==> src/rtl/gha_pkg.sv <==
// Shared constants, codes and types of the generational handle allocator.
// No dependencies; gha_alu and the top module import this package.
package gha_pkg;

  localparam int INDEX_BITS = 10;
  localparam int GEN_BITS   = 12;
  localparam int CNT_BITS   = INDEX_BITS + 1;
  localparam int SLOT_MAX   = 1 << INDEX_BITS;
  localparam int ALU_BITS   = (CNT_BITS > GEN_BITS) ? CNT_BITS : GEN_BITS;
  localparam int OP_BITS    = 2;

  // slot store word: live mark above the generation
  localparam int SLOT_BITS  = GEN_BITS + 1;

  localparam logic [OP_BITS-1:0] OP_CREATE  = 2'd0;
  localparam logic [OP_BITS-1:0] OP_RELEASE = 2'd1;
  localparam logic [OP_BITS-1:0] OP_QUERY   = 2'd2;

  localparam logic [GEN_BITS-1:0] GEN_ONE = GEN_BITS'(1);

  typedef struct packed {
    logic                lt;
    logic                eq;
    logic [ALU_BITS-1:0] inc;
  } alu_res_t;

endpackage

==> src/rtl/gha_alu.sv <==
// Shared compare / increment unit, reused by each step of the sequencer.
// Depends on gha_pkg.
module gha_alu (
  input  logic [gha_pkg::ALU_BITS-1:0] a,
  input  logic [gha_pkg::ALU_BITS-1:0] b,
  output gha_pkg::alu_res_t            res
);
  import gha_pkg::*;

  always_comb begin
    res.lt  = (a < b);
    res.eq  = (a == b);
    res.inc = a + ALU_BITS'(1);
  end

endmodule

==> config.mk <==
export PLATFORM = sky130hd
export DESIGN_NAME = gha_alu
export DESIGN_NICKNAME = d
export VERILOG_FILES = /design/src/rtl/gha_pkg.sv /design/src/rtl/gha_alu.sv
export SDC_FILE = /design/constraint.sdc
export NUM_CORES = 1
export LEC_CHECK = 0
export ABC_AREA = 1
export BUFFER_PORTS_ARGS = -buffer_cell sky130_fd_sc_hd__buf_4
export CAP_MARGIN = 20
export CORE_MARGIN = 2
export CORE_UTILIZATION = 40
export DETAILED_ROUTE_END_ITERATION = 7
export PLACE_DENSITY = 0.76
export REMOVE_ABC_BUFFERS = 1
export SYNTH_ARGS = -nofsm -noshare
export SYNTH_HDL_FRONTEND = slang
export SYNTH_SLANG_ARGS = --single-unit
export TNS_END_PERCENT = 10
==> constraint.sdc <==
create_clock -name vclk -period 1.5
set_input_delay 0.15 -clock vclk [all_inputs]
set_output_delay 0.15 -clock vclk [all_outputs]
set_load 0.02 [all_outputs]
==> flow_summary.ini, run 1 <==
[run_status]
outcome = completed

[synthesis]
ys_seq_area_share_pct = 0
synth.cell_area_sq_um = 591
synth_top_area_cell = ha_1
avgSynthCellArea_sq_um = 5.68
yosysTopAreaCellShare_pct = 27.5
yosys_warnings = 0
synth_cell_types = 15
synth_area_leaders = ha_1 28%, nand2_1 20%, inv_1 16%, xor2_1 7.4%, nor2_1 7.0%
synthCells = 104

[final_layout]
area_growth_pct = 51.5
fillers = 143
finish.net_count = 181
drive_gt1_share_pct = 30.3
ff_latch_area_sq_um = 0
seq_cell_count = 0
diodes = 0
instances_no_fill = 157
clock_buffers = 0
multi_input_area_sq_um = 497

[clocking]
cts_resized = 0
postCtsSetupBuffers = 0
hold_buffers = 0

[pwr]
p_leak_nw = 0.574
cellPowerDensity_nw_per_um2 = 280
ir_drop_uv = 142

[floorplanning]
die_h_um = 42.4
initial_core_util_pct = 44.3
io-pin-count = 38
core_area_sq_um = 1330
num_rows = 13
die-width_um = 42.4
dieArea_sq_um = 1800

[routing]
vias = 726
viasPerCell = 4.62
finalWirelength_um = 1470
first_iter_violations = 3
drc = 0
wire_per_inst_um = 9.34
dr.pass1.iters = 3
ant_nets = 0

[timing]
fin_tns_setup_ns = 0
drv_slew = 0
setup_viol = 0
min_period_ns = 1.32
final.period_utilization_pct = 87.9
rsz0062_at_grt = false
whs_ns = 0.603
worst_slew_pin_slew_ns = 0.204
hold_viol = 0
fmax_mhz = 758
slew_headroom_pct = 86.4

[global_route]
met2_usage_pct = 32.0
grtUsageTotal_pct = 17.5
antenna_found_initial = 0
grt-busiest-layer = met2
grt_max_degree = 6
grtUsageMet1_pct = 23.2
grt_use_met3_pct = 0.431
grt_pass1_vias = 671
grt_pass1_wl_um = 2620
grt_remaining_overflow = 0

[setup_path]
worst-path-max-fanout = 3
end_kind = output pin
critical_path_required_ns = 1.35
worstSetupPathType = in -> out
start_kind = input port
cp-startpoint = a[11]
arrival_ns = 1.17

[placed_design]
dp_hpwl_um = 1380
gp_congestion = 0.768
post-place-cells = 157
numPortBuffers = 38

[worst_hold_path]
hp-start = a[0]
hold_class = in -> out

[job]
maxCapViolCount = 0
==> cells in the final DEF (no fill, tap or decap), drive strengths merged <==
master   n
a21o     1
a21oi    6
a31oi    1
buf     38
ha      13
inv     25
nand2   32
nand3    5
nand3b   1
nand4    1
nor2    12
nor3     2
xor2     5
==> path summary, 6_finish.rpt <==
kind | endpoint | depth (start not counted) | slack [ns]
hold / removal | res[0] | 3 | 0.60
setup / recovery | res[13] | 8 | 0.18
==> kinds of logic (layout without fill, tap and decap cells) <==
kind of cell	count (synthesis)	after routing	synth area share [%]
XOR/XNOR	5	5	7.41
AO/OA/AOI/OAI	8	8	7.42
buffers and inverters	25	63	15.9
adder cells (fa/ha/maj)	13	13	27.5
AND/OR/NAND/NOR	53	53	41.7
==> cells in the mapped netlist, drive strengths merged <==
cell,number
inv,25
nand3b,1
nand2,32
a21oi,6
a31oi,1
a21o,1
nand4,1
nand3,5
ha,13
nor2,12
xor2,5
nor3,2
==> worst max-delay path, stage by stage <==
cell and delay [ns]:
buf_4 0.12, ha_1 0.28, nand2_1 0.07, nor2_1 0.14, nand2_1 0.08, a21oi_1 0.11
nor2_1 0.06, buf_4 0.15
==> stage by stage <==
step                      power [W]  setup slack, ns  area [sq um]  utilization, %
after floorplan            0.000134            0.312           591               -
after global placement     0.000247            0.194           895            67.1
after detailed placement   0.000253            0.180           895            67.1
after CTS                  0.000254            0.179           895            67.1
after global routing       0.000282           0.0939           895            67.1
final                      0.000251            0.181           895            67.1
==> final cells by class <==
class                      instances  area share (%)
timing repair buffer              38            31.9
multi-input combinational         79            55.5
tap                               15            2.10
inverter                          25            10.5
==> layer usage <==
layer | vias up | share of wire [%]
met5 | - | 0
met4 | 0 | 0
met3 | 0 | 4.4
met2 | 18 | 51
met1 | 307 | 45
li1 | 401 | -
==> where the power goes <==
part	switching (W)	total [W]	internal [W]	leakage [nW]
combinational	0.000133	0.000251	0.000118	0.574
clock	0	0	0	0
sequential	0	0	0	0
(Power assumes the default switching activity.)
==> run 2: changes to the inputs <==
--- a/config.mk
+++ b/config.mk
@@ -8,11 +8,13 @@
 export ABC_AREA = 1
 export BUFFER_PORTS_ARGS = -buffer_cell sky130_fd_sc_hd__buf_4
 export CAP_MARGIN = 20
+export CELL_PAD_IN_SITES_DETAIL_PLACEMENT = 2
+export CELL_PAD_IN_SITES_GLOBAL_PLACEMENT = 2
 export CORE_MARGIN = 2
-export CORE_UTILIZATION = 40
+export CORE_UTILIZATION = 22
 export DETAILED_ROUTE_END_ITERATION = 7
-export PLACE_DENSITY = 0.76
-export REMOVE_ABC_BUFFERS = 1
+export GPL_TIMING_DRIVEN = 0
+export PLACE_DENSITY_LB_ADDON = 0.1
 export SYNTH_ARGS = -nofsm -noshare
 export SYNTH_HDL_FRONTEND = slang
 export SYNTH_SLANG_ARGS = --single-unit
==> run 2 against run 1 <==
Sequential cell count did not move; worst setup slack got worse by 0.080 ns; sequential share of layout area did not move; combinational power rose by 3%; fmax fell by 5.7%; hold slack barely moved; global-route usage fell by 4.7 points; non-clock buffer count did not move; highest routed layer unchanged; critical path depth did not move; wire length rose by 29%.
==> flow_summary.ini, run 2 (synthesized netlist as in run 1, its figures left out) <==
[run_status]
outcome = completed

[pwr]
p_sw_share_pct = 53.9
p_switching_w = 0.000140
cellPowerDensity_nw_per_um2 = 284
power_w = 0.000259
internal_power_w = 0.000119
pwr-share-clk_pct = 0
power_frac_seq_pct = 0
combPwrFrac_pct = 100.0
ir_drop_uv = 117
p_leak_nw = 0.574

[routing]
dr.pass1.iters = 4
highest_layer = met3
finalWirelength_um = 1890
wl_met1_um = 831
first_iter_violations = 12
route.met3.wl_um = 80
drc = 0
wl_met2_um = 980
viasPerCell = 4.42
wire_per_inst_um = 11.0
vias = 760
ant_nets = 0

[floorplanning]
die-width_um = 55.8
die_h_um = 55.8
initial_core_util_pct = 23.6
num_rows = 18
dieArea_sq_um = 3110
io-pin-count = 38
core_area_sq_um = 2500

[final_layout]
mostFrequentLayoutCells = 38 x buf_4, 31 x nand2_1, 25 x inv_1
fillers = 333
final_area_sq_um = 913
seq_cell_count = 0
ff_latch_area_sq_um = 0
diodes = 0
drive_gt1_share_pct = 30.3
area_growth_pct = 54.7
clock_buffers = 0
finish.net_count = 181
final_common_cell = buf_4
multi_input_area_sq_um = 497

[timing]
min_period_ns = 1.40
setup_viol = 0
slew_headroom_pct = 85.8
fin_tns_setup_ns = 0
fmax_mhz = 715
whs_ns = 0.603
final.period_utilization_pct = 93.2
drv_slew = 0
rsz0062_at_grt = false
hold_viol = 0
worst_slew_pin_slew_ns = 0.212

[global_route]
grt_remaining_overflow = 0
grt_max_degree = 6
antenna_found_initial = 0
grt_pass1_wl_um = 3440
grtUsageTotal_pct = 12.7
grt_pass1_vias = 800

[worst_hold_path]
hold_class = in -> out
hold_path_depth = 3
hp-start = a[0]
worstHoldEndpoint = res[0]

[clocking]
hold_buffers = 0
postCtsSetupBuffers = 0
cts_resized = 0

[setup_path]
end_kind = output pin
worst-path-max-fanout = 3
critical_path_required_ns = 1.35
critPathBufInv = 2
path_cells = buf_4, ha_1, nand2_1, nor2_1, nand2_1, a21oi_1, nor2_1, buf_4
start_kind = input port
critPathSlowestCell = ha_1
crit_family = simple AND/OR/NAND/NOR gates
worstSetupPathType = in -> out
cpPeakStageDelay_ns = 0.29
arrival_ns = 1.25

[placed_design]
gp_congestion = 0.710
dp_hpwl_um = 1790
placedInstanceArea_sq_um = 913
numPortBuffers = 38

[job]
maxCapViolCount = 0

[synthesis]
syn_nets = 141
[run 2: how the worst max path moves through the flow]
| stage | startpoint | to | depth (start not counted) |
|---|---|---|---|
| 6_report | a[11] | res[13] | 8 |
| 5_1_grt | a[11] | res[13] | 8 |
| 4_1_cts | a[11] | res[13] | 8 |
| 3_5_place_dp | a[11] | res[13] | 8 |
| 3_3_place_gp | a[11] | res[13] | 8 |
| 2_1_floorplan | b[11] | res[13] | 6 |
[run 2: area by class of cell]
class,instances,area share (%)
multi-input combinational,79,54.4
timing repair buffer,38,31.2
tap,30,4.11
inverter,25,10.3
[run 2: stage by stage]
stage | setup WS (ns) | instances | util (%)
floorplan | 0.312 | 104 | -
global placement | 0.109 | 172 | 36.5
detailed placement | 0.0861 | 172 | 36.5
CTS | 0.0822 | 172 | 36.5
global route | 0.0207 | 172 | 36.5
finish | 0.101 | 172 | 36.5
[run 2: layer usage]
| metal | global-route usage [%] | vias up |
|---|---|---|
| li1 | - | 398 |
| met1 | 16.4 | 346 |
| met2 | 24.8 | 16 |
| met3 | 0.465 | 0 |
| met4 | 0 | 0 |
| met5 | 0 | - |
[run 2: power by group through the flow]
stage / Clock [W] / Combinational [W] / Sequential, W
final: 0 / 0.000259 / 0
after global routing: 0 / 0.000293 / 0
after CTS: 0 / 0.000266 / 0
after detailed placement: 0 / 0.000265 / 0
after global placement: 0 / 0.000253 / 0
after floorplan: 0 / 0.000134 / 0
