$ cat src/rtl/gha_ram.sv
// Generic single-write, single-read RAM with registered read data.
// Depends on nothing; used for the slot store and the free stack.
module gha_ram #(
  parameter int WIDTH = 8,
  parameter int DEPTH = 16
) (
  input  logic                     clk,
  input  logic                     we,
  input  logic [$clog2(DEPTH)-1:0] waddr,
  input  logic [WIDTH-1:0]         wdata,
  input  logic                     re,
  input  logic [$clog2(DEPTH)-1:0] raddr,
  output logic [WIDTH-1:0]         rdata
);

  logic [WIDTH-1:0] mem [DEPTH];

  always_ff @(posedge clk) begin
    if (we) begin
      mem[waddr] <= wdata;
    end
  end

  always_ff @(posedge clk) begin
    if (re) begin
      rdata <= mem[raddr];
    end
  end

endmodule

$ cat config.mk
export PLATFORM = sky130hd
export DESIGN_NAME = gha_ram
export DESIGN_NICKNAME = d
export VERILOG_FILES = /design/src/rtl/gha_ram.sv
export SDC_FILE = /design/constraint.sdc
export NUM_CORES = 1
export LEC_CHECK = 0
export BUFFER_PORTS_ARGS = -buffer_cell sky130_fd_sc_hd__buf_4
export CORE_AREA = 2 2 118 120
export DETAILED_ROUTE_END_ITERATION = 10
export DIE_AREA = 0 0 120 122
export PLACE_DENSITY = 0.54
export SLEW_MARGIN = 20
export SYNTH_ARGS = -nofsm -noshare
export SYNTH_HDL_FRONTEND = slang
export SYNTH_SLANG_ARGS = --single-unit
$ cat constraint.sdc
create_clock -name clk -period 3.4 [get_ports clk]
set_input_delay 0.17 -clock clk [delete_from_list [all_inputs] [get_ports clk]]
set_output_delay 0.17 -clock clk [all_outputs]
set_load 0.005 [all_outputs]
==> results.txt, run 1 <==
- IO Port Bufs: 26
* CTS Buffer Depth: 2
- Global routing consumed, over all layers together, 15.6% of the routing resources.
- Leading post-synthesis cells by instance count: 136 x sky130_fd_sc_hd__edfxtp_1, 18 x sky130_fd_sc_hd__mux4_2, 16 x sky130_fd_sc_hd__a22oi_1
* Number of antenna violations at the first check in global routing: 0
- Startpoint of the most critical hold path: wdata[2]
- Walking the worst path, the cells encountered are buf_4, mux4_1, a22oi_1, nand2_1.
* Share of total power consumed by net switching: 20.0%
- Critical path startpoint category: primary input
- The area growth from synthesis to layout is 18.9%.
* Overflow after GRT: 0
- Total inserted antenna cells: 0
- The worst register-to-register path ends at rdata[3].
- Sequential element share of the synthesized area: 78.1%
* Worst Slack Setup Final: 1830 ps
- Total Die Area: 14,600 µm²
- Subtracting the final worst setup slack from the clock period gives 1570 ps.
* Flop2flop setup slack: 1860 ps
* Pin count of the biggest net entering global routing: 33
* Root buf cell: sky130_fd_sc_hd__clkbuf_16
* Share of synthesized flip-flops with an asynchronous set or reset: 0%
* Weighted congestion reported at the end of routability-driven placement: 0.740
* Hold violation count in the final report: 0
- TritonCTS built the clock tree.
- The most common cell in the synthesized netlist is sky130_fd_sc_hd__edfxtp_1.
- STA classifies the critical path endpoint as a register.
* Post-synth net total: 248
* Vias/cell: 5.20
* Instance count of the mapped netlist: 229
- Core region area: 13,500 µm²
- In this run, flip-flops and latches consume 47.6% of the power.
* Cell types occupying the most area after synthesis: sky130_fd_sc_hd__edfxtp_1 78%, sky130_fd_sc_hd__mux4_2 7.8%, sky130_fd_sc_hd__mux4_1 7.0%, sky130_fd_sc_hd__a22oi_1 2.3%, sky130_fd_sc_hd__nor2_1 0.93%
- Row count: 43
- Final setup violation count: 0
- The worst register-to-register path begins at mem[1][3].
- Setup total negative slack on the finished layout was measured at 0 ps.
- For this run, the leading register cell type out of synthesis is sky130_fd_sc_hd__edfxtp_1.
- Final instance count without filler cells: 460
* Initial core utilization: 38.7%
- Overall routed net length: 10,400 µm
- The share of total power dissipated in combinational logic is 4.4%.
- Cell internal power was estimated by the tool at 0.00319 W.
* Global-route wire length before repair: 15,600 µm
- Type of the worst setup path: primary input to register
* CP Capture Point: rdata[3]
- Post-synthesis register bit count: 136
- The die is 122 µm tall.
- The synthesized netlist contains 18 unique library cells.
* Start point of the critical path: raddr[0]
- Worst-skew pair later-pin latency: 410 ps
- Vias in the first global route: 2,454
* Number of buffers inserted during clock tree synthesis: 17
- Per report_power, the clock group accounts for 48.0% of the total.
- Number of cells on the critical path: 4
- Number of cells in the design after placement: 428
- In this run the static leakage power is 2.04 nW.
* Total of max-cap violations: 0
- In the final layout, flip-flops and latches occupy 4080 µm².
* Number of synthesized flops with an enable pin: 136
- Dividing the detail-routed wire length by the instance count gives 22.6 µm.
- Clock skew on the completed layout was measured at 6.75 ps.
- Pins Over Slew Limit: 0
- Together, buffers and inverters on the worst path number 1.
* Final Net Count: 286
* Library cell with the largest summed area after synthesis: sky130_fd_sc_hd__edfxtp_1
- Die outline width: 120 µm
- Yosys warning total: 0
- The cell area that synthesis handed to floorplanning was 5230 µm².
- Worst slack after detailed placement: 1360 ps
- Depth of the CTS H-tree: 4
- Measured against its own limit, the worst slew margin works out to 38.0%.
- After the first detailed-routing iteration, the DRC count stood at 297.
- After clock tree synthesis, the flow added hold-fix buffers numbering 0.
- Worst path max stage delay: 630 ps
- The layout has 1,135 filler cells.
- In this run the count of I/O pins placed on the die edge is 27.
- The cell family contributing the most delay on the critical path is multiplexers.
- Post-Syn Area per Cell: 22.8 µm²
- Data arrives at the worst endpoint at 1730 ps.
- VDD sags by at most 326 µV.
- Setup repair after global routing missed its margin: no
- The multi-input combinational cells in the finished layout cover a total of 1060 µm².
- The wire-length estimate of the detail-placed layout is 6470 µm.
- HP Class: primary input to register
* Register clock-pin slew on the reported worst setup and hold paths: 60 ps
* P per Cell Area: 642 nW/µm²
* Placement-stage cell area: 5590 µm²
* Final worst path period share: 46.2%
- Crit path required time: 3560 ps
* Detailed-router iteration count before antenna repair: 4
- Derived from the worst setup path, the maximum achievable clock frequency is 637 MHz.
- Clock Sinks: 136
- In this run the worst path has a maximum fanout of 32.
- Routed via count: 2,394
- Ratio of cells with drive above 1 in the final layout: 28.9%
- With fillers left out, the area of the finished cells amounts to 6220 µm².
- Status: finished, final reports clean
* Net switching power of the design: 0.000800 W
- After clock tree synthesis, the repair step resized 0 gates.
- Layout Utilization: 46.0%
- The number of setup buffers added after CTS is 0.
- Area share of the leading cell type in the synthesized netlist: 78.1%
- After detailed routing, the number of remaining DRC violations is 0.
- Worst reg2reg path depth: 3
- DRT antenna net count: 0
* Transition at the pin with the smallest max-transition slack: 926 ps
* Cell with the largest stage delay on the worst path: sky130_fd_sc_hd__mux4_1
-- worst min-delay path by stage --
stage / endpoint / slack [ps] / depth (start not counted)
after floorplan: mem[0][0] / 270 / 0
after global placement: mem[7][2] / 490 / 1
after detailed placement: mem[5][2] / 490 / 1
after CTS: mem[5][2] / 60 / 1
after global routing: rdata[3] / 70 / 1
final: mem[5][2] / 70 / 1
-- through the flow --
step,power [W],hold slack [ps]
3_3_place_gp,0.00211,486
6_report,0.00399,74.5
4_1_cts,0.00403,62.5
5_1_grt,0.00412,74.3
2_1_floorplan,0.00203,269
3_5_place_dp,0.00211,491
-- sequential cells by signal, summed over array words and instances, names as in the netlist --
name and count:
rdata 8, mem 128
-- logic make-up (layout without fill, tap and decap cells) --
family	Yosys count	after routing	synth area share [%]
buffers and inverters	10	61	1.65
multiplexers	32	32	14.8
flip-flops	136	136	78.1
AND/OR/NAND/NOR	35	35	3.14
AO/OA/AOI/OAI	16	16	2.30
-- layout make-up --
class | count | share of cell area, %
multi-input combinational | 83 | 17.1
sequential | 136 | 65.7
tap | 180 | 3.62
timing repair buffer | 29 | 3.50
clock buffer | 17 | 6.84
clock inverter | 15 | 3.26
-- layout by cell type (no fill, tap or decap), types with 2 or more instances in the layout --
master,netlist,layout
sky130_fd_sc_hd__nand3b_1,2,2
sky130_fd_sc_hd__clkinv_2,0,2
sky130_fd_sc_hd__a22oi_1,16,16
sky130_fd_sc_hd__clkinv_4,0,3
sky130_fd_sc_hd__nand2b_1,2,2
sky130_fd_sc_hd__nand2_1,9,9
sky130_fd_sc_hd__mux4_1,14,14
sky130_fd_sc_hd__mux4_2,18,18
sky130_fd_sc_hd__nor2_1,13,13
sky130_fd_sc_hd__bufinv_16,0,4
sky130_fd_sc_hd__edfxtp_1,136,136
sky130_fd_sc_hd__clkinvlp_4,0,5
sky130_fd_sc_hd__buf_4,1,29
sky130_fd_sc_hd__clkbuf_16,0,17
sky130_fd_sc_hd__nor3_1,4,3
-- layer usage --
metal | vias to the layer above | wire, µm | global-route usage (%)
met4 | 0 | 123 | 5.96
met3 | 9 | 770 | 4.63
met2 | 85 | 4980 | 23.8
li1 | 1058 | - | -
met5 | - | 0 | 0
met1 | 1242 | 4530 | 21.2
-- power groups by stage --
stage | Clock (W) | Combinational, W | Sequential [W]
2_1_floorplan | 0 | 0.0000953 | 0.00193
3_3_place_gp | 0 | 0.000177 | 0.00193
3_5_place_dp | 0 | 0.000178 | 0.00193
4_1_cts | 0.00195 | 0.000179 | 0.00190
5_1_grt | 0.00202 | 0.000191 | 0.00190
6_report | 0.00192 | 0.000176 | 0.00190
Power figures use the tool's default switching activity.
==> inputs of run 2 (changes only) <==
--- a/config.mk
+++ b/config.mk
@@ -9,7 +9,7 @@
 export CORE_AREA = 2 2 118 120
 export DETAILED_ROUTE_END_ITERATION = 10
 export DIE_AREA = 0 0 120 122
-export PLACE_DENSITY = 0.54
+export PLACE_DENSITY = 0.56
 export SLEW_MARGIN = 20
 export SYNTH_ARGS = -nofsm -noshare
 export SYNTH_HDL_FRONTEND = slang
==> constraint.sdc (replaced) <==
create_clock -name clk -period 1.3 [get_ports clk]
set_input_delay 0.065 -clock clk [delete_from_list [all_inputs] [get_ports clk]]
set_output_delay 0.065 -clock clk [all_outputs]
set_load 0.005 [all_outputs]
==> run 2 against run 1 <==
  * The flow now finishes with violations (setup timing)
  * Power grew to 2.6 times the previous value
  * Final cell count grew 8.0%
  * Sequential cell count is the same
  * Die area is the same
  * Combinational power grew to 3.1 times the previous value
  * Wire length grew 1.9%
  * Clock skew grew 1.5 ps
  * Clock-buffer cell count grew 1
  * Global-route usage grew 0.58 points
  * Worst hold slack gained 75 ps
  * Register-to-register slack lost 2000 ps
  * Largest cell class unchanged
  * Largest power group is now registers
  * Highest routed layer unchanged
==> results.txt, run 2 (synthesized netlist as in run 1, its figures left out) <==
- The run finished, with violations left.
- The checks that failed: setup timing.
* Post-Route Hold Slack: 150 ps (+75.1 ps)
- The number of cells on the worst reg-to-reg path is 3 (unchanged).
- Leaving out fill and tap cells, the most frequent cell in the layout is sky130_fd_sc_hd__edfxtp_1.
- Clock tree from TritonCTS: built
* Register with the most flip-flops: mem
* Worst voltage drop across the vdd grid: 937 µV (+190%)
- The number of global-route vias before repair was 2,695 (+9.8%).
- The non-filler instance count after layout is 497 (+8.0%).
- Routed via count: 2,512 (+4.9%)
* Crit path required time: 1460 ps (-2100 ps)
- Ratio of cells with drive above 1 in the final layout: 39.4% (+11 points)
- Floorplan die height: 122 µm (unchanged)
- Post-layout minimum cycle time: 1410 ps
- HP Class: primary input to register
- Clock skew after layout: 8.21 ps (+1.46 ps)
- Met3 wire len: 532 µm (-31%)
- Leaving out fill and tap cells, the most frequent cells in the layout are 136 x sky130_fd_sc_hd__edfxtp_1, 53 x sky130_fd_sc_hd__buf_4, 32 x sky130_fd_sc_hd__mux4_2.
- IO Count: 27 (unchanged)
* Critical path startpoint category: register
- The horizontal die dimension is 120 µm (unchanged).
- In the final layout, the registers with the most flip-flops are mem x128, rdata x8.
- Initial core utilization: 38.7% (unchanged)
- First-iteration detailed-routing DRC count: 169 (-43%)
* Final setup violation count: 8 (+8)
* Final cell area excluding filler cells: 6500 µm² (+4.6%)
- Weighted congestion reported at the end of routability-driven placement: 0.809 (+9.4%)
* Number of flip-flops under the largest register name: 128 (unchanged)
- Transition at the pin with the smallest max-transition slack: 831 ps (-95.2 ps)
* Root buf cell: sky130_fd_sc_hd__clkbuf_16
* Top routing layer in use: met4
- Type of the worst setup path: register to register
* All-layer global routing usage: 16.2% (+0.58 points)
* Depth of the CTS H-tree: 4 (unchanged)
- Leak Pwr: 2.18 nW (+6.7%)
* Core region area: 13,500 µm² (unchanged)
- The number of cells on the worst hold path is 3 (+2).
- Hold violation count in the final report: 0 (unchanged)
- The number of maximum-capacitance constraint violations is 0 (unchanged).
* Data arrival time of the critical path: 1570 ps (-160 ps)
- The detailed-route wire length on metal 1 came to 4600 µm (+1.7%).
- The maximum net fanout on the critical path came to 1 (-97%).
- Worst path max stage delay: 490 ps (-140 ps)
* Mean routed wirelength per cell: 21.3 µm (-5.7%)
* Max-slew headroom: 44.4% (+6.4 points)
- The number of sinks driven by the clock tree was 136 (unchanged).
- Register clock-pin slew on the reported worst setup and hold paths: 60 ps (about the same)
- The final critical path takes up 108% of the cycle.
- Detailed-router iteration count before antenna repair: 4 (unchanged)
- Pins Over Slew Limit: 0 (unchanged)
- Setup repair after global routing missed its margin: yes
- CP endpoint kind: register
- Timing-limited maximum frequency: 712 MHz
- Number of buffers inserted during clock tree synthesis: 17 (unchanged)
- Pin count of the biggest net entering global routing: 19 (-42%)
- P per Cell Area: 1570 nW/µm² (+140%)
* Overall routed net length: 10,600 µm (+1.9%)
* Total Die Area: 14,600 µm² (unchanged)
- The worst setup margin was -105 ps (-1930 ps).
- Total inserted antenna cells: 0 (unchanged)
* Placement-stage cell area: 5820 µm² (+4.2%)
- Walking the worst path, the cells encountered are mux4_2, a22oi_2, nand2_1.
* Overflow after GRT: 0 (unchanged)
* Area delta synth->final: 24.4%
- Remaining DRCs: 0 (unchanged)
- The HPWL after detailed placement came to 6830 µm (+5.6%).
- IO Port Bufs: 26 (unchanged)
- Row count: 43 (unchanged)
- The setup slack at placement was -331 ps (-1700 ps).
- The total instance count after detailed placement is 456 (+6.5%).
- The clock insertion delay at the later pin of the skew report came to 420 ps (about the same).
- The routed length on met2 was 5370 µm (+7.8%).
- The average via count per standard cell came to 5.05 (-2.9%).
- Global-route wire length before repair: 16,400 µm (+5.2%)
* DRT antenna net count: 0 (unchanged)
- The initial antenna violation count came to 0 (unchanged).
- The post-layout net count was 323 (+13%).
* Cell with the largest stage delay on the worst path: sky130_fd_sc_hd__mux4_2
* CTS Buffer Depth: 2 (unchanged)
-- run 2: changes by cell type in the layout (fill, tap and decap cells not counted), sizes merged --
cell / change
bufinv: -1
clkbuf: +1
dlygate4sd3: +9
buf: +28
clkinv: +4
inv: -1
clkinvlp: -3
-- run 2: routing by layer --
layer / up-vias / global-route usage (%)
met3: 7 / 5.52
met2: 67 / 26.0
li1: 1118 / -
met4: 0 / 5.07
met5: - / 0
met1: 1320 / 20.8
-- run 2: cell type report --
| class | instances | area (µm²) |
|---|---|---|
| Fill cell | 1113 | 7000 |
| Tap cell | 180 | 225 |
| Clock inverter | 14 | 158 |
| Sequential cell | 136 | 4080 |
| Multi-Input combinational cell | 83 | 1040 |
| Timing Repair Buffer | 66 | 568 |
| Clock buffer | 18 | 429 |
-- run 2: repair_timing --
action	in CTS	in global routing
hold endpoints to repair	136	0
setup endpoints to repair	8	8
setup buffers	0	0
hold buffers	9	0
resized for setup	11	2
pin swaps	4	1
-- run 2: critical path: cells and delay by family (launching register included) --
kind | cells | cell delay, ps
multiplexers | 1 | 490
flip-flops | 1 | 390
AO/OA/AOI/OAI | 1 | 190
AND/OR/NAND/NOR | 1 | 80
-- run 2: final timing paths --
| kind | slack, ps | to | from |
|---|---|---|---|
| min | 150 | mem[0][0] | waddr[0] |
| max | -110 | rdata[0] | mem[2][0] |
| max reg2reg | -110 | rdata[0] | mem[2][0] |
| min reg2reg | 750 | rdata[5] | mem[15][5] |
-- run 2: where the power goes --
group / internal (W) / total, W / switching, W
Clock: 0.00298 / 0.00470 / 0.00171
Sequential: 0.00494 / 0.00497 / 0.0000288
Combinational: 0.000270 / 0.000547 / 0.000277
Total: 0.00820 / 0.0102 / 0.00202
-- run 2: through the flow --
step	setup TNS (ps)	util [%]	total power, W
2_1_floorplan	-946	-	0.00531
3_3_place_gp	-2330	43.1	0.00557
3_5_place_dp	-2830	43.1	0.00558
4_1_cts	-743	48.2	0.0103
5_1_grt	-1110	48.2	0.0106
6_report	-584	48.2	0.0102
